<file path="src/rtl/slri_pkg.sv">
// shared types and constants for the sorted list insert/remove core
package slri_pkg;

    localparam int CAPACITY = 16;
    localparam int DATA_W   = 32;
    localparam int CNT_W    = $clog2(CAPACITY + 1);
    localparam int ENTRY_W  = 5;

    typedef enum logic {
        OP_INSERT = 1'b0,
        OP_REMOVE = 1'b1
    } t_op;

    typedef enum logic [1:0] {
        ST_DONE      = 2'd0,
        ST_NOT_FOUND = 2'd1,
        ST_FULL      = 2'd2
    } t_status;

    typedef struct packed {
        logic                      operation;
        logic signed [DATA_W-1:0]  value;
    } t_in_item;

    typedef struct packed {
        logic [1:0]                status;
        logic [ENTRY_W-1:0]        entry_count;
        logic signed [DATA_W-1:0]  smallest;
        logic                      smallest_valid;
    } t_out_item;

    typedef struct packed {
        logic ins_en;
        logic rem_en;
    } t_cell_ctrl;

endpackage

</file>
<file path="src/rtl/slri_cell.sv">
// one slot of the sorted register chain
module slri_cell (
    input  logic                               i_clk,
    input  slri_pkg::t_cell_ctrl               i_ctrl,
    input  logic signed [slri_pkg::DATA_W-1:0] i_value,
    input  logic                               i_occupied,
    input  logic signed [slri_pkg::DATA_W-1:0] i_left_val,
    input  logic                               i_left_ge,
    input  logic signed [slri_pkg::DATA_W-1:0] i_right_val,
    output logic signed [slri_pkg::DATA_W-1:0] o_val,
    output logic                               o_ge,
    output logic                               o_eq
);
    import slri_pkg::*;

    logic signed [DATA_W-1:0] r_val;
    logic signed [DATA_W-1:0] n_val;

    assign o_val = r_val;
    assign o_ge  = i_occupied && (r_val >= i_value);
    assign o_eq  = i_occupied && (r_val == i_value);

    always_comb begin
        n_val = r_val;
        if (i_ctrl.ins_en) begin
            // left neighbor moving right, or the new value lands here
            if (i_left_ge) begin
                n_val = i_left_val;
            end else if (o_ge || !i_occupied) begin
                n_val = i_value;
            end
        end else if (i_ctrl.rem_en) begin
            // from the removed slot on, pull in the right neighbor
            if (o_ge) begin
                n_val = i_right_val;
            end
        end
    end

    always_ff @(posedge i_clk) begin
        r_val <= n_val;
    end

endmodule

</file>
<file path="src/rtl/sorted_list_insert_remove_core.sv">
// top level of the sorted list insert/remove core
// Holds up to CAPACITY signed 32-bit values in ascending order in a chain of
// identical register cells. Each input transaction either inserts its value
// in front of the first held entry that is greater or equal, or removes the
// first held entry equal to it; every cell compares itself against the
// incoming value at once and either keeps its value, takes the new value or
// takes a neighbor's value. Each input transaction yields exactly one output
// transaction carrying the status (done, not found, full), the entry count
// and the smallest entry (zero with smallest_valid low when empty). The
// result sits in an output register; a new input transaction is taken in
// the same cycle the pending result is taken, so the sustained rate is one
// transaction per cycle when the output side does not stall. Slots above
// the entry count are never read and need no clearing after reset.
module sorted_list_insert_remove_core (
    input  logic                i_clk,
    input  logic                i_rst_n,
    input  logic                i_in_valid,
    output logic                o_in_stall,
    input  slri_pkg::t_in_item  i_in_data,
    output logic                o_out_valid,
    input  logic                i_out_stall,
    output slri_pkg::t_out_item o_out_data
);
    import slri_pkg::*;

    // chain wiring
    logic signed [DATA_W-1:0] w_val [CAPACITY];
    logic                     w_ge  [CAPACITY];
    logic [CAPACITY-1:0]      w_eq;
    t_cell_ctrl               w_ctrl;

    // control state
    logic [CNT_W-1:0] r_count;
    logic [CNT_W-1:0] n_count;
    logic             r_out_valid;
    logic [1:0]       r_status;
    logic [1:0]       n_status;

    logic accept;
    logic full;
    logic found;
    logic is_insert;

    // state may only change while no result is held back by a stall, since the
    // smallest entry is read live from the head cell
    assign o_in_stall = r_out_valid && i_out_stall;
    assign accept     = i_in_valid && !o_in_stall;
    assign is_insert  = (i_in_data.operation == OP_INSERT);
    assign full       = (r_count == CNT_W'(CAPACITY));
    assign found      = |w_eq;

    assign w_ctrl.ins_en = accept && is_insert && !full;
    assign w_ctrl.rem_en = accept && !is_insert && found;

    genvar gi;
    generate
        for (gi = 0; gi < CAPACITY; gi++) begin : g_cell
            logic signed [DATA_W-1:0] left_val;
            logic                     left_ge;
            logic signed [DATA_W-1:0] right_val;

            if (gi == 0) begin : g_head
                assign left_val = '0;
                assign left_ge  = 1'b0;
            end else begin : g_mid
                assign left_val = w_val[gi-1];
                assign left_ge  = w_ge[gi-1];
            end

            if (gi == CAPACITY - 1) begin : g_tail
                assign right_val = '0;
            end else begin : g_body
                assign right_val = w_val[gi+1];
            end

            slri_cell u_cell (
                .i_clk       (i_clk),
                .i_ctrl      (w_ctrl),
                .i_value     (i_in_data.value),
                .i_occupied  (CNT_W'(gi) < r_count),
                .i_left_val  (left_val),
                .i_left_ge   (left_ge),
                .i_right_val (right_val),
                .o_val       (w_val[gi]),
                .o_ge        (w_ge[gi]),
                .o_eq        (w_eq[gi])
            );
        end
    endgenerate

    // status and next entry count
    always_comb begin
        n_count  = r_count;
        n_status = ST_DONE;
        if (is_insert) begin
            if (full) begin
                n_status = ST_FULL;
            end else begin
                n_count = r_count + CNT_W'(1);
            end
        end else begin
            if (found) begin
                n_count = r_count - CNT_W'(1);
            end else begin
                n_status = ST_NOT_FOUND;
            end
        end
    end

    always_ff @(posedge i_clk) begin
        if (!i_rst_n) begin
            r_count     <= '0;
            r_out_valid <= 1'b0;
        end else begin
            if (accept) begin
                r_count     <= n_count;
                r_out_valid <= 1'b1;
            end else if (!i_out_stall) begin
                r_out_valid <= 1'b0;
            end
        end
    end

    // status is payload, no reset needed
    always_ff @(posedge i_clk) begin
        if (accept) begin
            r_status <= n_status;
        end
    end

    // result transaction, smallest comes straight from the head cell
    assign o_out_valid                = r_out_valid;
    assign o_out_data.status          = r_status;
    assign o_out_data.entry_count     = ENTRY_W'(r_count);
    assign o_out_data.smallest_valid  = (r_count != '0);
    assign o_out_data.smallest        = (r_count != '0) ? w_val[0] : '0;

endmodule

</file>
<file path="config.mk">
export PLATFORM = sky130hd
export DESIGN_NAME = sorted_list_insert_remove_core
export DESIGN_NICKNAME = d
export VERILOG_FILES = /design/src/rtl/slri_pkg.sv /design/src/rtl/slri_cell.sv /design/src/rtl/sorted_list_insert_remove_core.sv
export SDC_FILE = /design/constraint.sdc
export NUM_CORES = 2
export LEC_CHECK = 0
export BUFFER_PORTS_ARGS = -buffer_cell sky130_fd_sc_hd__clkbuf_2
export CORE_MARGIN = 4
export CORE_UTILIZATION = 45
export CTS_CLUSTER_DIAMETER = 100
export CTS_CLUSTER_SIZE = 20
export DETAILED_ROUTE_END_ITERATION = 8
export GPL_TIMING_DRIVEN = 1
export HOLD_SLACK_MARGIN = 0.12
export PLACE_DENSITY_LB_ADDON = 0.1
export SLEW_MARGIN = 25
export SYNTH_ARGS = -nofsm -noshare
export SYNTH_HDL_FRONTEND = slang
export SYNTH_SLANG_ARGS = --single-unit
export TNS_END_PERCENT = 1
</file>
<file path="constraint.sdc">
create_clock -name i_clk -period 14.73 [get_ports i_clk]
set_input_delay 0.7365 -clock i_clk [delete_from_list [all_inputs] [get_ports i_clk]]
set_output_delay 0.7365 -clock i_clk [all_outputs]
set_load 0.1 [all_outputs]
</file>
==> results.txt <==
The type of the most critical hold path was in -> reg. A synthesized cell averages 10.69 µm². After detailed routing, the total wire length is 151.4 mm. The first global-routing pass estimated 215.4 mm of wire. Synthesis produced a netlist with a net count of 4,046. Flop-to-flop setup slack: 9.23 ns. Detailed placement finished with a half-perimeter wire length of 109.3 mm. The floorplan has 105 rows. The mapped netlist covers 0.03736 mm². STA puts the critical path data required time at 14.95 ns. After global routing the overflow that remains totals 0.

TritonCTS built the clock tree. The power density relative to cell area was 91.83 mW/mm². Root buffer cell: clkbuf_16. The first detailed-routing pass took 6 iterations.

At the pin with the least slew margin, the transition time is 1.135 ns. The port buffer count was 78; the sequential element share of the synthesized area was 41.64%. The clock period could shrink to 5.678 ns. The tools report the number of pins with negative max-slew slack in the final report as 0. Routability-driven placement finished with a final weighted congestion of 0.9446. Width of the die: 296.1 µm. The run gives 30,231 as the number of global-route vias before repair. Setup repair after global routing left no endpoint under its margin.

The number of clock buffers added by TritonCTS is 36. Sum of negative setup slack: 0 ns. Post-CTS timing repair inserted 0 buffers for setup. The fraction of final layout cells sized beyond drive strength 1 came out at 7.596%. The H-tree depth was 2. The growth of design area from synthesis to finish was 7.837%; the number of nets still failing antenna checks after routing was 0. The run gives 5.90 ns as the data arrival time of the critical path. The aggregate global-route resource usage is 33.62%. The final period utilization works out to 38.55%. Based on the critical path, the design can be clocked at up to 0.1761 GHz. Setup violations remaining at the end of the flow were counted as 0. Following the worst setup path forward leads to its endpoint at g_cell[10].u_cell.o_val[5].

The run gives 3 as the maximum number of buffers from clock root to sink. STA classifies the critical path endpoint as a flip-flop. The pin count of the biggest net entering global routing is 151. The path depth of the worst reg2reg path is 11, and the hold buffer count at CTS is 0. In this run the worst path has a maximum fanout of 24. Average vias per placed instance: 6.973.

Once the floorplan was initialized, standard cells occupied 45.43% of the core. The terminus of the critical flop-to-flop path was g_cell[4].u_cell.o_val[4]. From bottom edge to top edge, the die measures 296.1 µm. The total via count after detailed routing is 31,907. Once the clock tree was built, the resizer swapped 0 gates to a different size. The number of register bits inferred by synthesis is 520. In the synthesized netlist the async set-or-reset flop fraction comes to 0%.

Clock-pin slew was measured on the worst setup and hold paths at 0.08 ns. The later pin in the worst-skew pair is clocked with a latency of 0.60 ns. The count of pins on the block boundary is 79. The most critical setup path has its startpoint at i_in_data[31].

The sum of internal, switching and leakage power is 3.699 mW. The logs give 0 for the max-cap check violation count and 17.13 nW for the leakage power. The tools report the initial antenna violation count as 10. The run gives 0 as the count of endpoints failing hold in the final timing report. The number of DRC violations after detailed-routing iteration 0 was 4,013; the final routed DRC violation total was 0.

STA classifies the critical path startpoint as an input pin. The run finished with clean final reports. The classification of the worst setup path is in -> reg.

The per-cell routed wire length is 33.08 µm. The die covers 0.08769 mm². The peak supply drop was 0.08284 mV.

In this run the critical register-to-register path is launched from r_count[1]. The number of synthesized flops with an enable pin came out at 514. The top flip-flop cell by instance count after synthesis is edfxtp_1.

The tightest slew margin relative to the limit is 24.06%, and the count of distinct cell types in the synthesized netlist is 71. The Yosys step of the flow raised 0 warnings. The tools report the number of instances in the synthesized netlist as 3,494. The total number of nets in the final design was 4,038; the worst clock skew on the final layout was 0.02758 ns.

The floorplan step defined a core boundary enclosing 0.08224 mm². The clock drives 520 sinks.
## critical path, stage by stage
cell and delay (ns):
clkbuf_2 0.26, inv_1 0.51, ha_1 0.59, nand4_1 0.19
nor4_1 0.77, nand3_1 0.48, o2111ai_1 0.36, a2111oi_2 0.08
a211o_1 0.31, buf_4 0.29, a221oi_4 0.74, buf_4 0.56
## how the worst min path moves through the flow
stage	cells past startpoint	from	endpoint
after detailed placement	2	g_cell[15].u_cell.o_val[0]	g_cell[14].u_cell.o_val[0]
after CTS	2	i_in_valid	o_out_valid
after floorplan	2	g_cell[15].u_cell.o_val[0]	g_cell[14].u_cell.o_val[0]
after global routing	2	i_in_valid	o_out_valid
final	2	i_in_valid	o_out_valid
after global placement	3	o_out_valid	o_out_valid
## stage by stage
step	cells	util, %	setup slack [ns]	area (µm²)	hold slack, ns
floorplan	3494	-	8.960	37360	0.5219
global placement	4517	47.51	8.600	39070	0.5559
detailed placement	4518	47.57	8.512	39120	0.5604
CTS	4572	48.95	9.131	40260	0.3611
global route	4573	48.98	8.935	40280	0.3967
finish	4576	48.99	9.052	40290	0.3829
## placed cells by master, fill, tap and decap left out, types with 5 or more instances in the layout
master	count
o221ai_1	6
nor2_2	7
dfxtp_1	6
o21ai_0	120
and4_1	31
nand4_1	93
or3_1	5
a21oi_1	346
a221o_1	284
o21a_1	5
a31oi_1	8
o211ai_1	19
nor3_1	13
nor2b_1	17
xnor2_1	7
buf_4	74
o21ai_1	8
inv_1	79
mux2i_1	192
o31ai_1	5
a211oi_1	10
nor4_2	5
and3_1	257
a21o_1	96
nand3_1	44
edfxtp_1	514
nand2_1	186
nand2b_1	11
clkbuf_16	37
a21oi_4	11
clkbuf_2	78
nor4_1	14
a221oi_1	14
ha_1	515
and2_1	34
nor4bb_1	6
nor2_1	241
## flip-flops by register name, summed over array words and instances (netlist names)
register,cells
o_out_valid,1
r_count,5
r_status,2
g_cell.u_cell.o_val,512
## cells by family (layout without fill, tap and decap cells)
group	after synthesis	count (layout)	synth area share [%]
DFF	520	520	41.64
xor gates and xnor gates	11	11	0.2579
other	0	4	0
muxes	193	193	5.174
buffers and inverters	280	288	3.078
adders and majority gates	515	515	17.25
AOI/OAI and AO/OA	989	989	18.79
and+or+nand+nor	986	986	13.82
## synth_stat cells (9+ instances only)
cell,n,share of area [%]
a211oi_1,10,0.20
a21o_1,96,1.9
a21oi_1,358,4.8
a221o_1,284,7.6
a221oi_1,15,0.35
a31oi_1,10,0.17
and2_1,34,0.57
and3_1,257,4.3
and4_1,31,0.73
buf_2,22,0.29
buf_4,9,0.18
clkbuf_1,164,1.6
edfxtp_1,514,41
ha_1,515,17
inv_1,79,0.79
mux2i_1,192,5.1
nand2_1,189,1.9
nand2b_1,13,0.22
nand3_1,44,0.59
nand4_1,93,1.6
nor2_1,251,2.5
nor2b_1,17,0.28
nor3_1,13,0.17
nor4_1,16,0.27
o211ai_1,19,0.38
o21ai_0,121,1.6
## cell type report
type                       instances  area (µm²)
timing repair buffer             155        1005
tap                             1070        1339
clock buffer                      38       929.6
sequential                       520       15550
clock inverter                    16       206.4
antenna                            4       10.01
inverter                          79       296.5
multi-input combinational       2694       20950
fill                            7556       41960
## layer usage
metal / global-route usage (%) / wire length [µm]
met1: 49.43 / 65910
met2: 48.98 / 63170
met3: 8.575 / 17460
met4: 9.517 / 4801
met5: 0 / 13
## report_power, final
| group | internal (mW) | switching [mW] |
|---|---|---|
| Clock | 0.522 | 0.596 |
| Combinational | 0.255 | 0.590 |
| Sequential | 1.69 | 0.0506 |
Note: power is estimated with default switching activity, not from simulation.
